## config.mk

```make
export PLATFORM = sky130hd
export DESIGN_NAME = tcis_ctrl
export DESIGN_NICKNAME = d
export VERILOG_FILES = /design/src/sv/tcis_pkg.sv /design/src/sv/tcis_ctrl.sv
export SDC_FILE = /design/constraint.sdc
export NUM_CORES = 1
export LEC_CHECK = 0
export ABC_AREA = 1
export BUFFER_PORTS_ARGS = -buffer_cell sky130_fd_sc_hd__buf_2
export CAP_MARGIN = 30
export CORE_ASPECT_RATIO = 0.9
export CORE_MARGIN = 2
export CORE_UTILIZATION = 45
export CTS_CLUSTER_DIAMETER = 50
export DETAILED_ROUTE_END_ITERATION = 10
export PLACE_DENSITY = 0.73
export SYNTH_ARGS = -nofsm -noshare
export SYNTH_HDL_FRONTEND = slang
export SYNTH_SLANG_ARGS = --single-unit
```

## constraint.sdc

```tcl
create_clock -name aclk -period 1.22 [get_ports aclk]
set_input_delay 0.061 -clock aclk [delete_from_list [all_inputs] [get_ports aclk]]
set_output_delay 0.061 -clock aclk [all_outputs]
set_load 0.02 [all_outputs]
```

## src/sv/tcis_pkg.sv

```systemverilog
// ----------------------------------------------------------------------------
// tcis_pkg: shared types and constants
// Table depth, field widths, controller state encoding and the command and
// status bundles between the sequencer and the datapath.
// ----------------------------------------------------------------------------
package tcis_pkg;

    localparam int MAX_ANGLES = 256;
    localparam int IDX_W      = $clog2(MAX_ANGLES);
    localparam int CNT_W      = $clog2(MAX_ANGLES + 1);
    localparam int CDF_W      = 41;
    localparam int DATA_W     = 32;
    localparam int FRAC_W     = 32;
    localparam int DIV_CNT_W  = $clog2(FRAC_W);
    localparam int IN_TDATA_W  = 104;
    localparam int OUT_TDATA_W = 40;

    localparam logic REQ_LOAD   = 1'b0;
    localparam logic REQ_SAMPLE = 1'b1;

    typedef enum logic [11:0] {
        ST_IDLE      = 12'b0000_0000_0001,
        ST_TGT_LO    = 12'b0000_0000_0010,
        ST_TGT_HI    = 12'b0000_0000_0100,
        ST_TGT_SUM   = 12'b0000_0000_1000,
        ST_SRCH_RD   = 12'b0000_0001_0000,
        ST_SRCH_CMP  = 12'b0000_0010_0000,
        ST_FETCH_LO  = 12'b0000_0100_0000,
        ST_FETCH_HI  = 12'b0000_1000_0000,
        ST_FETCH_END = 12'b0001_0000_0000,
        ST_DIVIDE    = 12'b0010_0000_0000,
        ST_MULT      = 12'b0100_0000_0000,
        ST_FINISH    = 12'b1000_0000_0000
    } tcis_state_t;

    typedef struct packed {
        logic load;
        logic start;
        logic tgt_lo;
        logic tgt_hi;
        logic tgt_sum;
        logic srch_rd;
        logic srch_cmp;
        logic fetch_lo;
        logic fetch_hi;
        logic fetch_end;
        logic div_step;
        logic mult;
        logic finish;
    } tcis_cmd_t;

    typedef struct packed {
        logic bad;
        logic srch_done;
        logic at_last;
        logic div_last;
        logic out_free;
    } tcis_stat_t;

endpackage

```

## src/sv/tcis_ctrl.sv

```systemverilog
// ----------------------------------------------------------------------------
// tcis_ctrl: sample sequencer
// One-hot state machine that steps the datapath through target scaling,
// binary search, interval fetch, fraction division and interpolation.
// ----------------------------------------------------------------------------
module tcis_ctrl (
    input  logic               aclk,
    input  logic               aresetn,
    input  logic               in_valid,
    input  logic               in_req,
    output logic               in_ready,
    input  tcis_pkg::tcis_stat_t stat,
    output tcis_pkg::tcis_cmd_t  cmd
);
    import tcis_pkg::*;

    tcis_state_t state_reg, state_next;

    always_ff @(posedge aclk) begin
        if (!aresetn) begin
            state_reg <= ST_IDLE;
        end else begin
            state_reg <= state_next;
        end
    end

    always_comb begin
        state_next = state_reg;
        cmd        = '0;
        in_ready   = 1'b0;
        unique case (state_reg)
            ST_IDLE: begin
                in_ready = 1'b1;
                if (in_valid) begin
                    if (in_req == REQ_LOAD) begin
                        cmd.load = 1'b1;
                    end else begin
                        cmd.start  = 1'b1;
                        state_next = stat.bad ? ST_FINISH : ST_TGT_LO;
                    end
                end
            end
            ST_TGT_LO: begin
                cmd.tgt_lo = 1'b1;
                state_next = ST_TGT_HI;
            end
            ST_TGT_HI: begin
                cmd.tgt_hi = 1'b1;
                state_next = ST_TGT_SUM;
            end
            ST_TGT_SUM: begin
                cmd.tgt_sum = 1'b1;
                state_next  = ST_SRCH_RD;
            end
            ST_SRCH_RD: begin
                if (stat.srch_done) begin
                    state_next = ST_FETCH_LO;
                end else begin
                    cmd.srch_rd = 1'b1;
                    state_next  = ST_SRCH_CMP;
                end
            end
            ST_SRCH_CMP: begin
                cmd.srch_cmp = 1'b1;
                state_next   = ST_SRCH_RD;
            end
            ST_FETCH_LO: begin
                cmd.fetch_lo = 1'b1;
                state_next   = ST_FETCH_HI;
            end
            ST_FETCH_HI: begin
                cmd.fetch_hi = 1'b1;
                state_next   = ST_FETCH_END;
            end
            ST_FETCH_END: begin
                cmd.fetch_end = 1'b1;
                state_next    = stat.at_last ? ST_FINISH : ST_DIVIDE;
            end
            ST_DIVIDE: begin
                cmd.div_step = 1'b1;
                if (stat.div_last) begin
                    state_next = ST_MULT;
                end
            end
            ST_MULT: begin
                cmd.mult   = 1'b1;
                state_next = ST_FINISH;
            end
            ST_FINISH: begin
                if (stat.out_free) begin
                    cmd.finish = 1'b1;
                    state_next = ST_IDLE;
                end
            end
            default: begin
                state_next = ST_IDLE;
            end
        endcase
    end

endmodule

```

-- Word level (Yosys, flattened, before mapping)
Cells that the tools add are included.
- equal/unequal tests: 16
- muxes and demuxes: 26
- reduce and logical (&&, ||, !) cells: 2
- operators by type and width (cell ; number):
    $pmux 12 s11 ; 1
    $mux 12 ; 6
    $mux 1 ; 16
    $eq 12x1->1 const B ; 1
    $eq 12x10->1 const B ; 1
    $eq 12x11->1 const B ; 1
    $eq 12x12->1 const B ; 1
    $eq 12x2->1 const B ; 1
    $eq 12x3->1 const B ; 1
    $eq 12x4->1 const B ; 1
    $eq 12x5->1 const B ; 1
    $eq 12x6->1 const B ; 1
    $eq 12x7->1 const B ; 1
    $eq 12x8->1 const B ; 1
    $eq 12x9->1 const B ; 1
    $ne 2x2->1 const B ; 4
    $mux 7 ; 1
    $mux 2 ; 2
    $reduce_and 4->1 ; 1
    $reduce_or 2->1 ; 1
- register bits after elaboration: 12
- output and inout port bits: 14
- logic and storage cells: 45

-- Longest topological paths before layout
Gate-level depths: netlist of the first run.
- depth in word-level cells: 4
- mapped depth: 9

-- Worst setup path after synthesis of the first run
OpenSTA, ideal clock, no wires.
- kind: flip-flop to output port
- start: reg state_reg[7]
- end: out cmd[0] in the netlist's numbering
- data arrival time: 1.373 ns
- required time: 1.159 ns
- slack: -0.214 ns
- cell stages (with the launch flop): 6
- buffers on the path: 0
- cell sequence: dfxtp_1 > nor2_4 > nand2_4 > nor2_4 > inv_2 > nor4_1
- RTL lines (item ; line ; RTL):
    start, declared ; tcis_ctrl.sv:17 ; tcis_state_t state_reg, state_next;
    start signal, assigned ; tcis_ctrl.sv:23 ; state_reg <= state_next;
    end, declared ; tcis_ctrl.sv:13 ; output tcis_pkg::tcis_cmd_t cmd

-- Worst setup path in the final report of the first run
- start: reg state_reg[6]
- end: reg state_reg[5]
- cells in the longest elaborated chain, start to end: 3
- elaborated cells on any way between the ends: 19
- classes of those cells: eq/ne: 16; mux: 1; reduce/logical: 2
- RTL lines (item ; line ; RTL):
    $eq 12x6->1 (tied with other cells) ; tcis_ctrl.sv:31 ; unique case (state_reg)
    $reduce_or 2->1 (no line) / $ne 2x2->1 (equally long branches) ; -- ;
    $pmux 12 s11 / $reduce_and 4->1 (equally long branches) ; -- ;
Several ways; a longest one is shown, not always the timed one.
A chain may end at the register's enable or synchronous reset.

==> results of run 1 <==
==> synthesized netlist by cell type, types with 2 or more instances <==
master / n / area share (%)
o21ai_0: 3 / 1.8
nor2_4: 6 / 8.2
dfxtp_1: 12 / 29
nor2_1: 18 / 8.2
nand2_2: 3 / 2.3
nand2_4: 2 / 2.7
inv_1: 27 / 12
nand3b_1: 3 / 2.7
nor3_2: 2 / 2.4
nand3_1: 5 / 3.0
nor3_1: 6 / 3.6
inv_2: 2 / 0.91
nor2_2: 5 / 3.8
nand2_1: 25 / 11
==> worst reg2reg max path: cells and delay by family (launching register included) <==
family,cells,cell delay (ns)
simple gates,9,0.94
flops,1,0.37
buf+inv,2,0.31
==> path summary, 6_finish.rpt <==
check | start | depth (start not counted) | slack, ns | endpoint
worst max-delay path | state_reg[6] | 11 | -0.47 | state_reg[5]
worst min-delay path | stat[2] | 4 | 0.04 | state_reg[9]
worst max register to register | state_reg[6] | 11 | -0.47 | state_reg[5]
worst min register to register | state_reg[6] | 4 | 0.69 | state_reg[7]
==> report_power, final <==
group / switching, mW / internal [mW] / leakage [nW]
logic: 0.264 / 0.188 / 0.619
clock network: 0.159 / 0.182 / 0.0210
registers: 0.00930 / 0.399 / 0.101
total: 0.432 / 0.768 / 0.741
==> stage by stage <==
step | setup TNS [ns] | util [%] | setup slack, ns
after floorplan | -0.177 | - | -0.0442
after global placement | -0.830 | 66.3 | -0.0975
after detailed placement | -1.14 | 66.3 | -0.125
after CTS | -5.26 | 78.1 | -0.294
after global routing | -8.87 | 87.3 | -0.491
final | -8.06 | 87.3 | -0.465
==> repair_timing <==
action,4_1_cts,5_1_grt
setup endpoints to repair,25,26
resized for setup,33,25
endpoints found under the hold margin,1,1
hold buffers,1,1
pin swaps,9,10
setup buffers,9,7
==> cell families after synthesis <==
group	count (synthesis)
AND/OR/NAND/NOR	80
buffers and inverters	29
flip-flops	12
AO/OA/AOI/OAI	5
==> final cells by class <==
cell class	instances	area, um^2	area share (%)
Sequential cell	12	251	17.0
Tap cell	24	30.0	2.03
Multi-Input combinational cell	85	613	41.4
Timing Repair Buffer	54	438	29.5
Clock buffer	4	36.3	2.45
Inverter	29	114	7.68
==> metal layers <==
metal / track usage, % / part of all wire (%) / up-vias
met5: 0 / 0 / -
met4: 13.1 / 6.9 / 0
met3: 2.65 / 6.6 / 30
met2: 52.2 / 52 / 73
met1: 26.5 / 34 / 516
li1: - / - / 500
==> out/metrics.csv, run 1 <==
stage,metric,value,unit
die,placementRows,14,
yosys,async_flop_share,0,%
die,die_w,49.2,um
global_route,grt_use_total,25.7,%
route,vias,1119,
timing,fin_ws,-0.465,ns
yosys,netlist_area,828,um^2
cts,clock_sinks,12,
worst_setup_path,crit_chain,nor2_4 > nand2_4 > nor2_4 > buf_4 > nand2_2 > buf_4 > nand3_1 > nor2_1 > nand3_2 > nand2_2 > nor2_1,
cells_and_area,fin_cells,208,
cells_and_area,syn2layout_area_growth,79.0,%
cts,htree_levels,1,
placed_design,gp_congestion,0.787,
cts,cts_buffer_depth,2,
power_and_ir_drop,powerDensity,810,nW/um^2
placed_design,placed_area,1130,um^2
timing,max_slew_margin,76.0,%
cts,clk_latency,0.28,ns
die,die-area,2200,um^2
cts,path_clk_slew,0.09,ns
worst_hold_path,hold_class,primary input to register,
power_and_ir_drop,max-vdd-ir-drop,0.753,mV
yosys,yosysSeqAreaShare,29.0,%
worst_setup_path,worst_ep_arrival_time,1.89,ns
cells_and_area,largest_reg_flops,12,
timing,rsz0062_at_grt,true,
yosys,synth_nets,135,
run_status,outcome,finished with violations,
timing,finalCritPeriodShare,138,%
global_route,gr-total-overflow,0,
worst_setup_path,critical-path-slowest-cell,dfxtp_4,
route,drt-total-wl,3450,um
route,drt-wirelength-per-cell,16.6,um
cells_and_area,most-common-layout-cells,"28 x buf_4, 22 x inv_1, 17 x nand2_1, 14 x nor2_1, 14 x buf_6",
timing,worstMarginPinSlew,0.359,ns
worst_setup_path,path_buf_inv,2,
flow_run,max_cap_violations,0,
placed_design,place.port_buffers,22,
route,drtPass1Iterations,4,
worst_setup_path,critPathCaptureType,register,
yosys,yosysWarningCount,0,
timing,drv_slew,0,
route,viasPerCell,5.38,
global_route,grt_start_max_net_pins,9,
cts,cts_tree,built,
power_and_ir_drop,power,1.20,mW
worst_setup_path,critical_path_class,register to register,
route,drt_iter0_drc,44,
cts,root_buffer,clkbuf_4,
worst_setup_path,crit_family,simple AND/OR/NAND/NOR gates,
die,die-height,44.7,um
yosys,synthFlopType,dfxtp_1,
power_and_ir_drop,p_leak,0.741,nW
cells_and_area,layout-drive-gt1-share,57.6,%
placed_design,dp_hpwl,1710,um
route,ant_nets,0,
global_route,grt_pass1_wl,4260,um
yosys,synthDistinctLibCells,21,
placed_design,dp_cells,187,
yosys,synth.avg_cell_area,6.57,um^2
route,drc_errors,0,
global_route,grt_pass1_vias,1015,
worst_setup_path,cp-start-kind,register,
yosys,synth_adder_area_share,0,%
cells_and_area,layout_commonest_cell,buf_4,
die,initial_utilization,48.7,%
cells_and_area,nNetsFinal,194,
yosys,netlist_instances,126,
worst_setup_path,max_stage_delay,0.37,ns
yosys,synth_mux_area_share,0,%
cells_and_area,diodes,0,
yosys,synth_compound_area_share,3.32,%
run_status,violations,setup timing,
yosys,synthSimpleGateAreaFrac,54.5,%
timing,timing.hold.ws,0.0354,ns
timing,skew,0.00377,ns
yosys,synth_top_family_by_area,simple AND/OR/NAND/NOR gates,
timing,setup_viol,26,
global_route,antenna_found_initial,0,
worst_setup_path,cp_data_required_time,1.43,ns
timing,hold_viol,0,
cts,cts_buffers,3,
cells_and_area,stdcell_area,1480,um^2
yosys,synthXorXnorAreaFrac,0,%
die,core_area,1700,um^2
timing,fmax,593,MHz
cells_and_area,n_fill_cell,91,
worst_setup_path,path_max_fanout,5,
timing,fin_crit,1.69,ns
yosys,synth_enable_flop_cells,0,
yosys,ys_seq_elements,12,
die,io-pin-count,23,
(Power assumes the default switching activity.)
==> run 2, diff against run 1 <==
Settings changed: CORE_UTILIZATION 45 to 35, PLACE_DENSITY 0.73 to unset.
==> out/metrics.csv, run 2 (same netlist as run 1, synthesis figures left out) <==
stage,metric,value,unit,change
cts,path_clk_slew,0.08,ns,about the same
cts,clock_sinks,12,,unchanged
run_status,violations,setup timing,,
timing,setup_viol,26,,unchanged
worst_setup_path,path_max_fanout,4,,-1
cells_and_area,largest_reg_flops,12,,unchanged
placed_design,place.port_buffers,22,,unchanged
global_route,grt_start_max_net_pins,9,,unchanged
worst_setup_path,critPathCaptureType,output pin,,
worst_setup_path,worst_ep_arrival_time,1.45,ns,-0.44 ns
global_route,antenna_found_initial,0,,unchanged
cells_and_area,layout_commonest_cell,buf_6,,
worst_setup_path,critical_path_class,register to output pin,,
cells_and_area,diodes,0,,unchanged
timing,fin_ws,-0.290,ns,+0.175 ns
global_route,grt_pass1_vias,1072,,+5.6%
worst_setup_path,r2r_slack,-0.23,ns,+0.24 ns
route,drt-wirelength-per-cell,11.9,um,-28%
placed_design,pre_cts_ws,-0.147,ns,-0.0212 ns
die,initial_utilization,37.6,%,-11 points
power_and_ir_drop,p_leak,0.755,nW,+1.9%
placed_design,dp_cells,192,,+2.7%
timing,fin_crit,1.51,ns,-0.175 ns
die,die-height,50.2,um,+12%
die,die-area,2770,um^2,+26%
timing,drv_slew,0,,unchanged
global_route,grt_use_total,20.8,%,-4.9 points
worst_hold_path,hold_class,primary input to register,,
die,core_area,2200,um^2,+30%
route,viasPerCell,4.63,,-14%
route,ant_nets,0,,unchanged
cts,cts_tree,built,,
cells_and_area,layout-drive-gt1-share,65.9,%,+8.3 points
global_route,gr-total-overflow,0,,unchanged
timing,skew,0.00650,ns,+0.00273 ns
die,placementRows,16,,+2
cts,cts_buffers,3,,unchanged
run_status,outcome,finished with violations,,
route,drc_errors,0,,unchanged
cts,cts_buffer_depth,2,,unchanged
cells_and_area,syn2layout_area_growth,87.0,%,
route,drt_iter0_drc,13,,-70%
timing,rsz0062_at_grt,true,,
placed_design,gp_congestion,0.845,,+7.4%
global_route,grt_pass1_wl,4510,um,+5.8%
timing,finalCritPeriodShare,124,%,-14 points
cells_and_area,fin_cells,212,,+1.9%
worst_setup_path,cp-start-kind,register,,
timing,fmax,662,MHz,+12%
timing,worstMarginPinSlew,0.375,ns,+0.0158 ns
route,drt-total-wl,2520,um,-27%
cells_and_area,n_fill_cell,181,,+99%
power_and_ir_drop,max-vdd-ir-drop,0.521,mV,-31%
timing,hold_viol,0,,unchanged
cts,clk_latency,0.28,ns,about the same
flow_run,max_cap_violations,0,,unchanged
timing,max_slew_margin,75.0,%,-1.1 points
placed_design,dp_hpwl,1730,um,+1.5%
route,vias,982,,-12%
worst_setup_path,cp_data_required_time,1.16,ns,-0.27 ns
cells_and_area,most-common-layout-cells,"24 x buf_6, 20 x buf_4, 19 x inv_1, 15 x nand2_1, 14 x nor2_4",,
die,die_w,55.3,um,+12%
route,drtPass1Iterations,4,,unchanged
cts,htree_levels,1,,unchanged
power_and_ir_drop,powerDensity,750,nW/um^2,-7.3%
cells_and_area,nNetsFinal,195,,+0.52%
die,io-pin-count,23,,unchanged
cts,root_buffer,clkbuf_4,,
-- run 2: changes by cell type in the layout (fill, tap and decap cells not counted), moves of 4 or more --
cell | previous run | this run
nand2_2 | 5 | 9
dfxtp_1 | 5 | 1
buf_4 | 28 | 20
dfxtp_2 | 6 | 11
buf_6 | 14 | 24
-- run 2: path summary, 6_finish.rpt --
path	start	to	cells after the start
worst max-delay path	state_reg[9]	cmd[12]	8
worst min-delay path	stat[2]	state_reg[9]	4
worst max register to register	state_reg[9]	state_reg[5]	10
worst min register to register	state_reg[1]	state_reg[2]	4
-- run 2: where the power goes --
| group | internal [mW] | switching [mW] | total [mW] |
|---|---|---|---|
| sequential | 0.402 | 0.00981 | 0.412 |
| clock | 0.182 | 0.144 | 0.326 |
| combinational | 0.189 | 0.235 | 0.424 |
| total | 0.773 | 0.389 | 1.16 |
-- run 2: layer usage --
layer / up-vias / GRT usage (%) / wire length, um
met5: - / 0 / 0
met4: 0 / 6.91 / 49
met3: 9 / 5.41 / 102
met2: 25 / 38.3 / 1360
met1: 448 / 23.2 / 1000
li1: 500 / - / -
-- run 2: critical path, cell delays in order (launching register included) --
cell and delay [ns]:
dfxtp_2 0.35, nor2_4 0.15, nand2_4 0.08, nor2_4 0.17
nand2_4 0.08, inv_4 0.07, nand2_4 0.07, nor2_4 0.08
buf_6 0.12
-- run 2: cell type report --
cell class	count	area [um^2]	area share (%)
timing repair buffer	55	485	31.3
tap	27	33.8	2.18
multi-input combinational	85	626	40.4
clock buffer	4	36.3	2.34
inverter	29	114	7.35
sequential	12	254	16.4
-- run 2: repair_timing --
item,in CTS,in global routing
gates resized for setup,73,9
setup buffers,15,0
hold endpoints to repair,2,0
pin swaps,17,3
endpoints found under the setup margin,26,26
hold buffers,2,0
-- run 2: through the flow --
stage	hold slack, ns	util [%]	power [mW]	TNS (ns)	cell area [um^2]
after floorplan	0.125	-	0.631	-0.177	875
after global placement	0.247	52.0	0.719	-1.00	1150
after detailed placement	0.258	52.0	0.724	-1.32	1150
after CTS	0.0484	69.4	1.16	-5.46	1530
after global routing	0.0572	70.3	1.22	-7.26	1550
final	0.0484	70.3	1.16	-5.55	1550
